## config.mk

```make
export PLATFORM = sky130hd
export DESIGN_NAME = weighted_reading_merge
export DESIGN_NICKNAME = d
export VERILOG_FILES = /design/src/hdl/wrm_pkg.sv /design/src/hdl/weighted_reading_merge.sv
export VERILOG_INCLUDE_DIRS = /design/src /design/src/hdl
export SDC_FILE = /design/constraint.sdc
export NUM_CORES = 2
export LEC_CHECK = 0
export ABC_AREA = 1
export BUFFER_PORTS_ARGS = -buffer_cell sky130_fd_sc_hd__buf_2
export CORE_MARGIN = 2
export CORE_UTILIZATION = 30
export CTS_BUF_LIST = sky130_fd_sc_hd__clkbuf_2
export CTS_CLUSTER_SIZE = 20
export DETAILED_ROUTE_END_ITERATION = 10
export MAX_ROUTING_LAYER = met4
export PLACE_DENSITY_LB_ADDON = 0.3
export SYNTH_ARGS = -nofsm -noshare
export SYNTH_HDL_FRONTEND = slang
export SYNTH_SLANG_ARGS = --single-unit
```

## constraint.sdc

```tcl
create_clock -name clock -period 31.1 [get_ports clock]
set_input_delay 1.555 -clock clock [delete_from_list [all_inputs] [get_ports clock]]
set_output_delay 1.555 -clock clock [all_outputs]
set_load 0.02 [all_outputs]
```

## src/hdl/weighted_reading_merge_macros.svh

```systemverilog
// Assertion helpers for the weighted reading merge block.
`ifndef WEIGHTED_READING_MERGE_MACROS_SVH
`define WEIGHTED_READING_MERGE_MACROS_SVH

// Consequent must hold in the same cycle as the antecedent.
`define WRM_ASSERT_NOW(label, ante, cons, msg) \
   label: assert property (@(posedge clock) disable iff (reset) (ante) |-> (cons)) \
      else $error(msg);

// Consequent must hold in the cycle after the antecedent.
`define WRM_ASSERT_NEXT(label, ante, cons, msg) \
   label: assert property (@(posedge clock) disable iff (reset) (ante) |=> (cons)) \
      else $error(msg);

`endif

```

## src/hdl/wrm_pkg.sv

```systemverilog
package wrm_pkg;

   localparam int unsigned STATUS_W = 4;
   localparam int unsigned RATE_W   = 16;
   localparam int unsigned COUNT_W  = 16;
   localparam int unsigned WPORT_W  = 16;
   localparam int unsigned LAT_W    = 31;
   localparam int unsigned LON_W    = 32;
   localparam int unsigned ALT_W    = 21;
   localparam int unsigned TIME_W   = 64;

   // status bit positions
   localparam int unsigned ST_PARSED = 0;
   localparam int unsigned ST_VALID  = 1;
   localparam int unsigned ST_SENSOR = 2;
   localparam int unsigned ST_GPS    = 3;

   localparam logic FUNC_MERGE = 1'b0;
   localparam logic FUNC_CLEAR = 1'b1;

   typedef enum logic [2:0] {
      S_IDLE,
      S_MUL_A,
      S_MUL_B,
      S_DIV,
      S_EMIT
   } wrm_state_type;

endpackage

```

## src/hdl/weighted_reading_merge.sv

```systemverilog
// Weighted reading merge. Every accepted transaction on req_ yields exactly one transaction
// on rsp_ carrying the accumulator after that item. Clear, ignored and copy-in items go
// from the accept straight to loading the output register. A true merge runs both count-rate
// averages on one shared 16-by-WEIGHT_WIDTH multiplier and one restoring divider: per rate
// the multiply states S_MUL_A and S_MUL_B, then the divide, one quotient bit per cycle.
// req_ready is low while an item is in work; a finished result sits in the rsp_ output
// register while the next item is accepted.
`include "weighted_reading_merge_macros.svh"

module weighted_reading_merge #(
   parameter int unsigned WEIGHT_WIDTH = 16
) (
   input  logic                                clock,
   input  logic                                reset,
   input  logic                                req_valid,
   output logic                                req_ready,
   input  logic                                req_func,
   input  logic        [wrm_pkg::STATUS_W-1:0] req_in_status,
   input  logic        [wrm_pkg::WPORT_W-1:0]  req_in_weight,
   input  logic        [wrm_pkg::RATE_W-1:0]   req_in_rate_minute,
   input  logic        [wrm_pkg::RATE_W-1:0]   req_in_rate_block,
   input  logic        [wrm_pkg::COUNT_W-1:0]  req_in_total,
   input  logic signed [wrm_pkg::LAT_W-1:0]    req_in_lat,
   input  logic signed [wrm_pkg::LON_W-1:0]    req_in_lon,
   input  logic signed [wrm_pkg::ALT_W-1:0]    req_in_alt,
   input  logic        [wrm_pkg::TIME_W-1:0]   req_in_time,
   output logic                                rsp_valid,
   input  logic                                rsp_ready,
   output logic        [wrm_pkg::STATUS_W-1:0] rsp_out_status,
   output logic        [wrm_pkg::WPORT_W-1:0]  rsp_out_weight,
   output logic        [wrm_pkg::RATE_W-1:0]   rsp_out_rate_minute,
   output logic        [wrm_pkg::RATE_W-1:0]   rsp_out_rate_block,
   output logic        [wrm_pkg::COUNT_W-1:0]  rsp_out_total,
   output logic signed [wrm_pkg::LAT_W-1:0]    rsp_out_lat,
   output logic signed [wrm_pkg::LON_W-1:0]    rsp_out_lon,
   output logic signed [wrm_pkg::ALT_W-1:0]    rsp_out_alt,
   output logic        [wrm_pkg::TIME_W-1:0]   rsp_out_time,
   output logic                                rsp_reportable
);

   import wrm_pkg::*;

   localparam int unsigned WW = WEIGHT_WIDTH;
   localparam int unsigned EW = (WW > WPORT_W) ? WW : WPORT_W;
   localparam int unsigned DW = WW + 1;           // divisor and remainder
   localparam int unsigned PW = RATE_W + WW;      // product
   localparam int unsigned NW = RATE_W + WW + 1;  // numerator
   localparam int unsigned CW = $clog2(RATE_W);

   localparam logic [WW-1:0] WMAX = {WW{1'b1}};

   wrm_state_type state_ff, state_in;

   // accumulator
   logic        [STATUS_W-1:0] acc_status_ff, acc_status_in;
   logic        [WW-1:0]       acc_weight_ff, acc_weight_in;
   logic        [RATE_W-1:0]   acc_rate_ff [2];
   logic        [RATE_W-1:0]   acc_rate_in [2];
   logic        [COUNT_W-1:0]  acc_total_ff, acc_total_in;
   logic signed [LAT_W-1:0]    acc_lat_ff, acc_lat_in;
   logic signed [LON_W-1:0]    acc_lon_ff, acc_lon_in;
   logic signed [ALT_W-1:0]    acc_alt_ff, acc_alt_in;
   logic        [TIME_W-1:0]   acc_time_ff, acc_time_in;

   // arithmetic work registers; index 0 is the minute rate, 1 the block rate
   logic [RATE_W-1:0] opa_ff [2];
   logic [RATE_W-1:0] opa_in [2];
   logic [RATE_W-1:0] opb_ff [2];
   logic [RATE_W-1:0] opb_in [2];
   logic [WW-1:0]     w_ff, w_in;
   logic [DW-1:0]     den_ff, den_in;
   logic              sel_ff, sel_in;
   logic [NW-1:0]     num_ff, num_in;
   logic [DW-1:0]     rem_ff, rem_in;
   logic [RATE_W-1:0] low_ff, low_in;
   logic [CW-1:0]     cnt_ff, cnt_in;

   // output register
   logic                       rsp_valid_ff, rsp_valid_in;
   logic        [STATUS_W-1:0] out_status_ff;
   logic        [WPORT_W-1:0]  out_weight_ff;
   logic        [RATE_W-1:0]   out_rate_minute_ff;
   logic        [RATE_W-1:0]   out_rate_block_ff;
   logic        [COUNT_W-1:0]  out_total_ff;
   logic signed [LAT_W-1:0]    out_lat_ff;
   logic signed [LON_W-1:0]    out_lon_ff;
   logic signed [ALT_W-1:0]    out_alt_ff;
   logic        [TIME_W-1:0]   out_time_ff;
   logic                       out_reportable_ff;

   logic              accept;
   logic              slot_free;
   logic              load_out;
   logic [EW-1:0]     w_raw_ext;
   logic [WW-1:0]     w_clamp;
   logic [EW-1:0]     acc_w_ext;
   logic              do_merge;
   logic              acc_sens;
   logic              item_sens;
   logic [RATE_W-1:0] mul_x;
   logic [WW-1:0]     mul_y;
   logic [PW-1:0]     product;
   logic [NW-1:0]     num_sum;
   logic [DW:0]       trial;
   logic [DW:0]       diff;
   logic              q_bit;
   logic [RATE_W-1:0] quotient;
   logic [WW-1:0]     w_sat;

   assign accept    = req_valid && req_ready;
   assign req_ready = (state_ff == S_IDLE);
   assign slot_free = !rsp_valid_ff || rsp_ready;
   assign load_out  = (state_ff == S_EMIT) && slot_free;

   assign w_raw_ext = EW'(req_in_weight);
   assign w_clamp   = (w_raw_ext > EW'(WMAX)) ? WMAX : w_raw_ext[WW-1:0];
   assign acc_w_ext = EW'(acc_weight_ff);
   assign acc_sens  = acc_status_ff[ST_SENSOR];
   assign item_sens = req_in_status[ST_SENSOR];
   assign do_merge  = (req_func == FUNC_MERGE) && req_in_status[ST_VALID]
                      && (req_in_weight != '0);

   // shared multiplier: acc rate times acc weight, then item rate times item weight
   assign mul_x   = (state_ff == S_MUL_A) ? opa_ff[sel_ff] : opb_ff[sel_ff];
   assign mul_y   = (state_ff == S_MUL_A) ? acc_weight_ff : w_ff;
   assign product = PW'(mul_x) * PW'(mul_y);
   assign num_sum = num_ff + NW'(product);

   // restoring divider, one quotient bit per cycle
   assign trial    = {rem_ff, low_ff[RATE_W-1]};
   assign diff     = trial - {1'b0, den_ff};
   assign q_bit    = (trial >= {1'b0, den_ff});
   assign quotient = {low_ff[RATE_W-2:0], q_bit};

   // den_ff holds the unsaturated weight sum
   assign w_sat = den_ff[WW] ? WMAX : den_ff[WW-1:0];

   // next state
   always_comb begin
      state_in = state_ff;
      case (state_ff)
         S_IDLE: begin
            if (accept) begin
               if (do_merge && (acc_weight_ff != '0)) begin
                  state_in = S_MUL_A;
               end else begin
                  state_in = S_EMIT;
               end
            end
         end
         S_MUL_A: state_in = S_MUL_B;
         S_MUL_B: state_in = S_DIV;
         S_DIV: begin
            if (cnt_ff == CW'(RATE_W - 1)) begin
               state_in = sel_ff ? S_EMIT : S_MUL_A;
            end
         end
         S_EMIT: begin
            if (slot_free) begin
               state_in = S_IDLE;
            end
         end
         default: state_in = S_IDLE;
      endcase
   end

   // datapath
   always_comb begin
      acc_status_in  = acc_status_ff;
      acc_weight_in  = acc_weight_ff;
      acc_rate_in    = acc_rate_ff;
      acc_total_in   = acc_total_ff;
      acc_lat_in     = acc_lat_ff;
      acc_lon_in     = acc_lon_ff;
      acc_alt_in     = acc_alt_ff;
      acc_time_in    = acc_time_ff;
      opa_in         = opa_ff;
      opb_in         = opb_ff;
      w_in           = w_ff;
      den_in         = den_ff;
      sel_in         = sel_ff;
      num_in         = num_ff;
      rem_in         = rem_ff;
      low_in         = low_ff;
      cnt_in         = cnt_ff;
      case (state_ff)
         S_IDLE: begin
            if (accept) begin
               if (req_func == FUNC_CLEAR) begin
                  acc_weight_in = '0;
                  acc_status_in = '0;
               end else if (do_merge && (acc_weight_ff == '0)) begin
                  acc_status_in  = req_in_status;
                  acc_weight_in  = w_clamp;
                  acc_rate_in[0] = req_in_rate_minute;
                  acc_rate_in[1] = req_in_rate_block;
                  acc_total_in   = req_in_total;
                  acc_lat_in     = req_in_lat;
                  acc_lon_in     = req_in_lon;
                  acc_alt_in     = req_in_alt;
                  acc_time_in    = req_in_time;
               end else if (do_merge) begin
                  acc_time_in  = req_in_time;
                  acc_total_in = req_in_total;
                  acc_status_in[ST_PARSED] = acc_status_ff[ST_PARSED]
                                             | req_in_status[ST_PARSED];
                  acc_status_in[ST_SENSOR] = acc_sens | item_sens;
                  if (req_in_status[ST_GPS]) begin
                     acc_status_in[ST_GPS] = 1'b1;
                     acc_lat_in = req_in_lat;
                     acc_lon_in = req_in_lon;
                     acc_alt_in = req_in_alt;
                  end
                  // a side without sensor ok borrows the other side's rates
                  opa_in[0] = (item_sens && !acc_sens) ? req_in_rate_minute : acc_rate_ff[0];
                  opa_in[1] = (item_sens && !acc_sens) ? req_in_rate_block : acc_rate_ff[1];
                  opb_in[0] = (acc_sens && !item_sens) ? acc_rate_ff[0] : req_in_rate_minute;
                  opb_in[1] = (acc_sens && !item_sens) ? acc_rate_ff[1] : req_in_rate_block;
                  w_in   = w_clamp;
                  den_in = {1'b0, acc_weight_ff} + {1'b0, w_clamp};
                  sel_in = 1'b0;
               end
            end
         end
         S_MUL_A: begin
            num_in = NW'(product);
         end
         S_MUL_B: begin
            // quotient fits in RATE_W bits, so the high part starts below the divisor
            rem_in = num_sum[NW-1:RATE_W];
            low_in = num_sum[RATE_W-1:0];
            cnt_in = '0;
         end
         S_DIV: begin
            rem_in = q_bit ? diff[DW-1:0] : trial[DW-1:0];
            low_in = quotient;
            cnt_in = cnt_ff + 1'b1;
            if (cnt_ff == CW'(RATE_W - 1)) begin
               acc_rate_in[sel_ff] = quotient;
               sel_in = 1'b1;
               if (sel_ff) begin
                  acc_weight_in = w_sat;
               end
            end
         end
         S_EMIT: ;
         default: ;
      endcase
   end

   always_comb begin
      rsp_valid_in = rsp_valid_ff;
      if (load_out) begin
         rsp_valid_in = 1'b1;
      end else if (rsp_ready) begin
         rsp_valid_in = 1'b0;
      end
   end

   always_ff @(posedge clock) begin
      if (reset) begin
         state_ff      <= S_IDLE;
         rsp_valid_ff  <= 1'b0;
         acc_status_ff <= '0;
         acc_weight_ff <= '0;
         acc_rate_ff   <= '{default: '0};
         acc_total_ff  <= '0;
         acc_lat_ff    <= '0;
         acc_lon_ff    <= '0;
         acc_alt_ff    <= '0;
         acc_time_ff   <= '0;
      end else begin
         state_ff      <= state_in;
         rsp_valid_ff  <= rsp_valid_in;
         acc_status_ff <= acc_status_in;
         acc_weight_ff <= acc_weight_in;
         acc_rate_ff   <= acc_rate_in;
         acc_total_ff  <= acc_total_in;
         acc_lat_ff    <= acc_lat_in;
         acc_lon_ff    <= acc_lon_in;
         acc_alt_ff    <= acc_alt_in;
         acc_time_ff   <= acc_time_in;
      end
   end

   always_ff @(posedge clock) begin
      opa_ff <= opa_in;
      opb_ff <= opb_in;
      w_ff   <= w_in;
      den_ff <= den_in;
      sel_ff <= sel_in;
      num_ff <= num_in;
      rem_ff <= rem_in;
      low_ff <= low_in;
      cnt_ff <= cnt_in;
      if (load_out) begin
         out_status_ff      <= acc_status_ff;
         out_weight_ff      <= acc_w_ext[WPORT_W-1:0];
         out_rate_minute_ff <= acc_rate_ff[0];
         out_rate_block_ff  <= acc_rate_ff[1];
         out_total_ff       <= acc_total_ff;
         out_lat_ff         <= acc_lat_ff;
         out_lon_ff         <= acc_lon_ff;
         out_alt_ff         <= acc_alt_ff;
         out_time_ff        <= acc_time_ff;
         out_reportable_ff  <= (acc_weight_ff != '0) && acc_status_ff[ST_SENSOR]
                               && acc_status_ff[ST_GPS];
      end
   end

   assign rsp_valid           = rsp_valid_ff;
   assign rsp_out_status      = out_status_ff;
   assign rsp_out_weight      = out_weight_ff;
   assign rsp_out_rate_minute = out_rate_minute_ff;
   assign rsp_out_rate_block  = out_rate_block_ff;
   assign rsp_out_total       = out_total_ff;
   assign rsp_out_lat         = out_lat_ff;
   assign rsp_out_lon         = out_lon_ff;
   assign rsp_out_alt         = out_alt_ff;
   assign rsp_out_time        = out_time_ff;
   assign rsp_reportable      = out_reportable_ff;

   `WRM_ASSERT_NEXT(a_accept_leaves_idle, accept, state_ff != S_IDLE, "accepted item did not start")
   `WRM_ASSERT_NOW(a_rem_below_den, state_ff == S_DIV, rem_ff < den_ff, "divider remainder overflow")
   `WRM_ASSERT_NEXT(a_weight_held_in_mul, (state_ff == S_MUL_A) || (state_ff == S_MUL_B), $stable(acc_weight_ff), "weight changed during multiply")
   `WRM_ASSERT_NOW(a_report_needs_flags, rsp_valid && rsp_reportable, rsp_out_status[ST_SENSOR] && rsp_out_status[ST_GPS], "reportable without sensor and gps")

endmodule

```

==> flow_metrics.tcl <==
set metrics [dict create \
    synthFlopType "edfxtp_1" \
    area_growth_pct 15.9 \
    post-route-period-util_pct 32.5 \
    cts_sinks 604 \
    antenna_found_initial 30 \
    setup_viol 0 \
    viasPerCell 4.72 \
    die_area_sq_um 118000 \
    crit_path_end_kind "flop" \
    grt_pass1_vias 28300 \
    grt_usage_pct 19.9 \
    start_util_pct 30.2 \
    finalHoldViolations 0 \
    critical_path.slowest_cell "o21ai_0" \
    synth_top_area_share_pct 33.5 \
    critical-path-top-delay-family "adder cells" \
    gp_congestion 0.949 \
    synth_nets 4410 \
    max_freq_mhz 98.8 \
    vias 28300 \
    ys_async_sr_fraction_pct 0 \
    worstSetupPathType "reg -> reg" \
    dp_hpwl_mm 86.9 \
    cap_violations 0 \
    final_antenna_net_count 0 \
    ios 440 \
    syn-cell-area_sq_um 34400 \
    multiInputGateArea_sq_um 16100 \
    slew_headroom_pct 9.25 \
    synthTopCellsByArea "edfxtp_1, dfxtp_1, fa_1, nand2_1, ha_1" \
    syn_area_per_cell_sq_um 9.01 \
    synth_seq_cells 604 \
    synth_edf_count 384 \
    ctsLongestPathBuffers 3 \
    core_sq_um 114000 \
    synth_warnings 0 \
    port_buffers 439 \
    drv_slew 0 \
    dr.first_iter.drc_count 2013 \
    crit_top_cell "inv_1" \
    drt-total-wl_mm 115 \
    status "finished, final reports clean" \
    regArea_sq_um 15900 \
    htree_levels 4 \
    final_layout_size_suffix_gt1_share_pct 18.3 \
    cts_tree "built" \
    clk_pin_slew_ps 110 \
    gr-total-overflow 0 \
    cp_max_fo 65 \
    dp_slack_ps 21330 \
    wl_per_cell_um 19.1 \
    start_kind "flop" \
    nets 4918 \
    worstPathArrival_ps 11270 \
    hp-class "in -> reg" \
    critPathBufInv 8 \
    yosysSeqAreaShare_pct 46.3 \
    syn_inst 3822 \
    rsz0062_at_grt "no" \
    grt_pass1_wl_mm 172 \
    fin_crit_ps 10120 \
    rows 124 \
    synth_cell_types 42 \
    fp.dieW_um 343 \
    setup_slack_ps 20980 \
    tns_ps 0 \
    worstPathRequired_ps 32250 \
    worst_slew_pin_slew_ps 1350 \
    cts_resized 0 \
    ctsHoldBuffers 0 \
    dr.pass1.iters 7 \
    fillCellCount 12000 \
    crit_path_max_incr_delay_ps 1170 \
    finalClockSkew_ps 91.6 \
    drc 0 \
    cts_buffers 162 \
    grt_max_degree 155 \
    synth_top_area_cell "edfxtp_1" \
    insertion_delay_ps 1420 \
    clock-root-buffer "clkbuf_2" \
    cts_setup_buffers 0 \
    die_h_um 343 \
]
==> worst min-delay path: stages <==
cell,delay [ps]
buf_2,80
nor2_1,40
nor2_1,80
==> final timing paths <==
path | to | cells after the start | slack (ps) | from
max | rem_ff[4] | 33 | 20980 | state_ff[0]
min reg2reg | rsp_out_time[32] | 0 | 400 | acc_time_ff[32]
max reg2reg | rem_ff[4] | 33 | 20980 | state_ff[0]
min | acc_lon_ff[30] | 3 | 360 | req_in_lon[30]
==> logic make-up after synthesis <==
kind of cell / Yosys count / share of synthesized area (%)
compound gates: 596 / 9.18
xor+xnor: 45 / 1.14
buf+inv: 613 / 7.04
fa+ha+maj: 367 / 17.6
simple gates: 1582 / 18.3
mux: 15 / 0.436
flops: 604 / 46.3
==> flip-flops by register name (all words and copies together), names as in the netlist, 17 cells and up <==
| name | cells |
|---|---|
| rsp_out_alt | 21 |
| acc_lat_ff | 31 |
| rsp_out_lat | 31 |
| opa_ff | 32 |
| rsp_out_time | 64 |
| num_ff | 32 |
| acc_lon_ff | 32 |
| opb_ff | 32 |
| den_ff | 17 |
| rsp_out_lon | 32 |
| acc_rate_ff | 32 |
| rem_ff | 17 |
| acc_time_ff | 64 |
| acc_alt_ff | 21 |
==> per-layer routing <==
layer | track usage [%] | vias to the layer above | part of all wire [%]
met2 | 31.5 | 1017 | 47
met3 | 5.54 | 187 | 8.0
met5 | - | - | 0
li1 | - | 13600 | -
met4 | 6.78 | 0 | 2.9
met1 | 24.4 | 13600 | 42
==> cell usage after synthesis, types with 24 or more instances <==
library cell  instances
clkbuf_1             76
inv_1               464
nand2_1             896
buf_2                33
dfxtp_1             220
fa_1                197
nor2_1              501
xor2_1               24
o21ai_0             214
nand3_1             101
a21oi_1             287
edfxtp_1            384
ha_1                170
==> through the flow <==
step / instance area (sq um) / hold WS (ps) / util, % / std cells
after global routing: 39900 / 165 / 35.0 / 6007
after floorplan: 34400 / 403 / - / 3822
after detailed placement: 38200 / 410 / 33.5 / 5678
after global placement: 38200 / 404 / 33.5 / 5677
final: 39900 / 359 / 35.0 / 6007
after CTS: 39800 / 126 / 34.9 / 5978
==> cell usage in the layout (no fill, tap or decap), types with 21 or more instances in the layout <==
| cell type | instances |
|---|---|
| inv_1 | 462 |
| edfxtp_1 | 384 |
| nand3_1 | 101 |
| nand2_1 | 893 |
| xor2_1 | 24 |
| dfxtp_1 | 220 |
| o21ai_0 | 206 |
| diode_2 | 29 |
| nor2_1 | 500 |
| clkinv_1 | 31 |
| clkbuf_2 | 258 |
| ha_1 | 170 |
| nand4_1 | 21 |
| buf_2 | 438 |
| xnor2_1 | 21 |
| a21oi_1 | 287 |
| buf_4 | 37 |
| fa_1 | 197 |
==> layout make-up <==
cell class	count	area share [%]
diodes	29	0.182
repair buffers	476	6.24
inverters	481	4.53
clock buffers	258	3.24
multi-input cells	2605	40.4
clock inverters	42	0.774
well taps	1512	4.74
flip-flops and latches	604	39.9
Power is not shown: default switching activity piles up to over one toggle a cycle in this logic, so the estimate is an artifact.
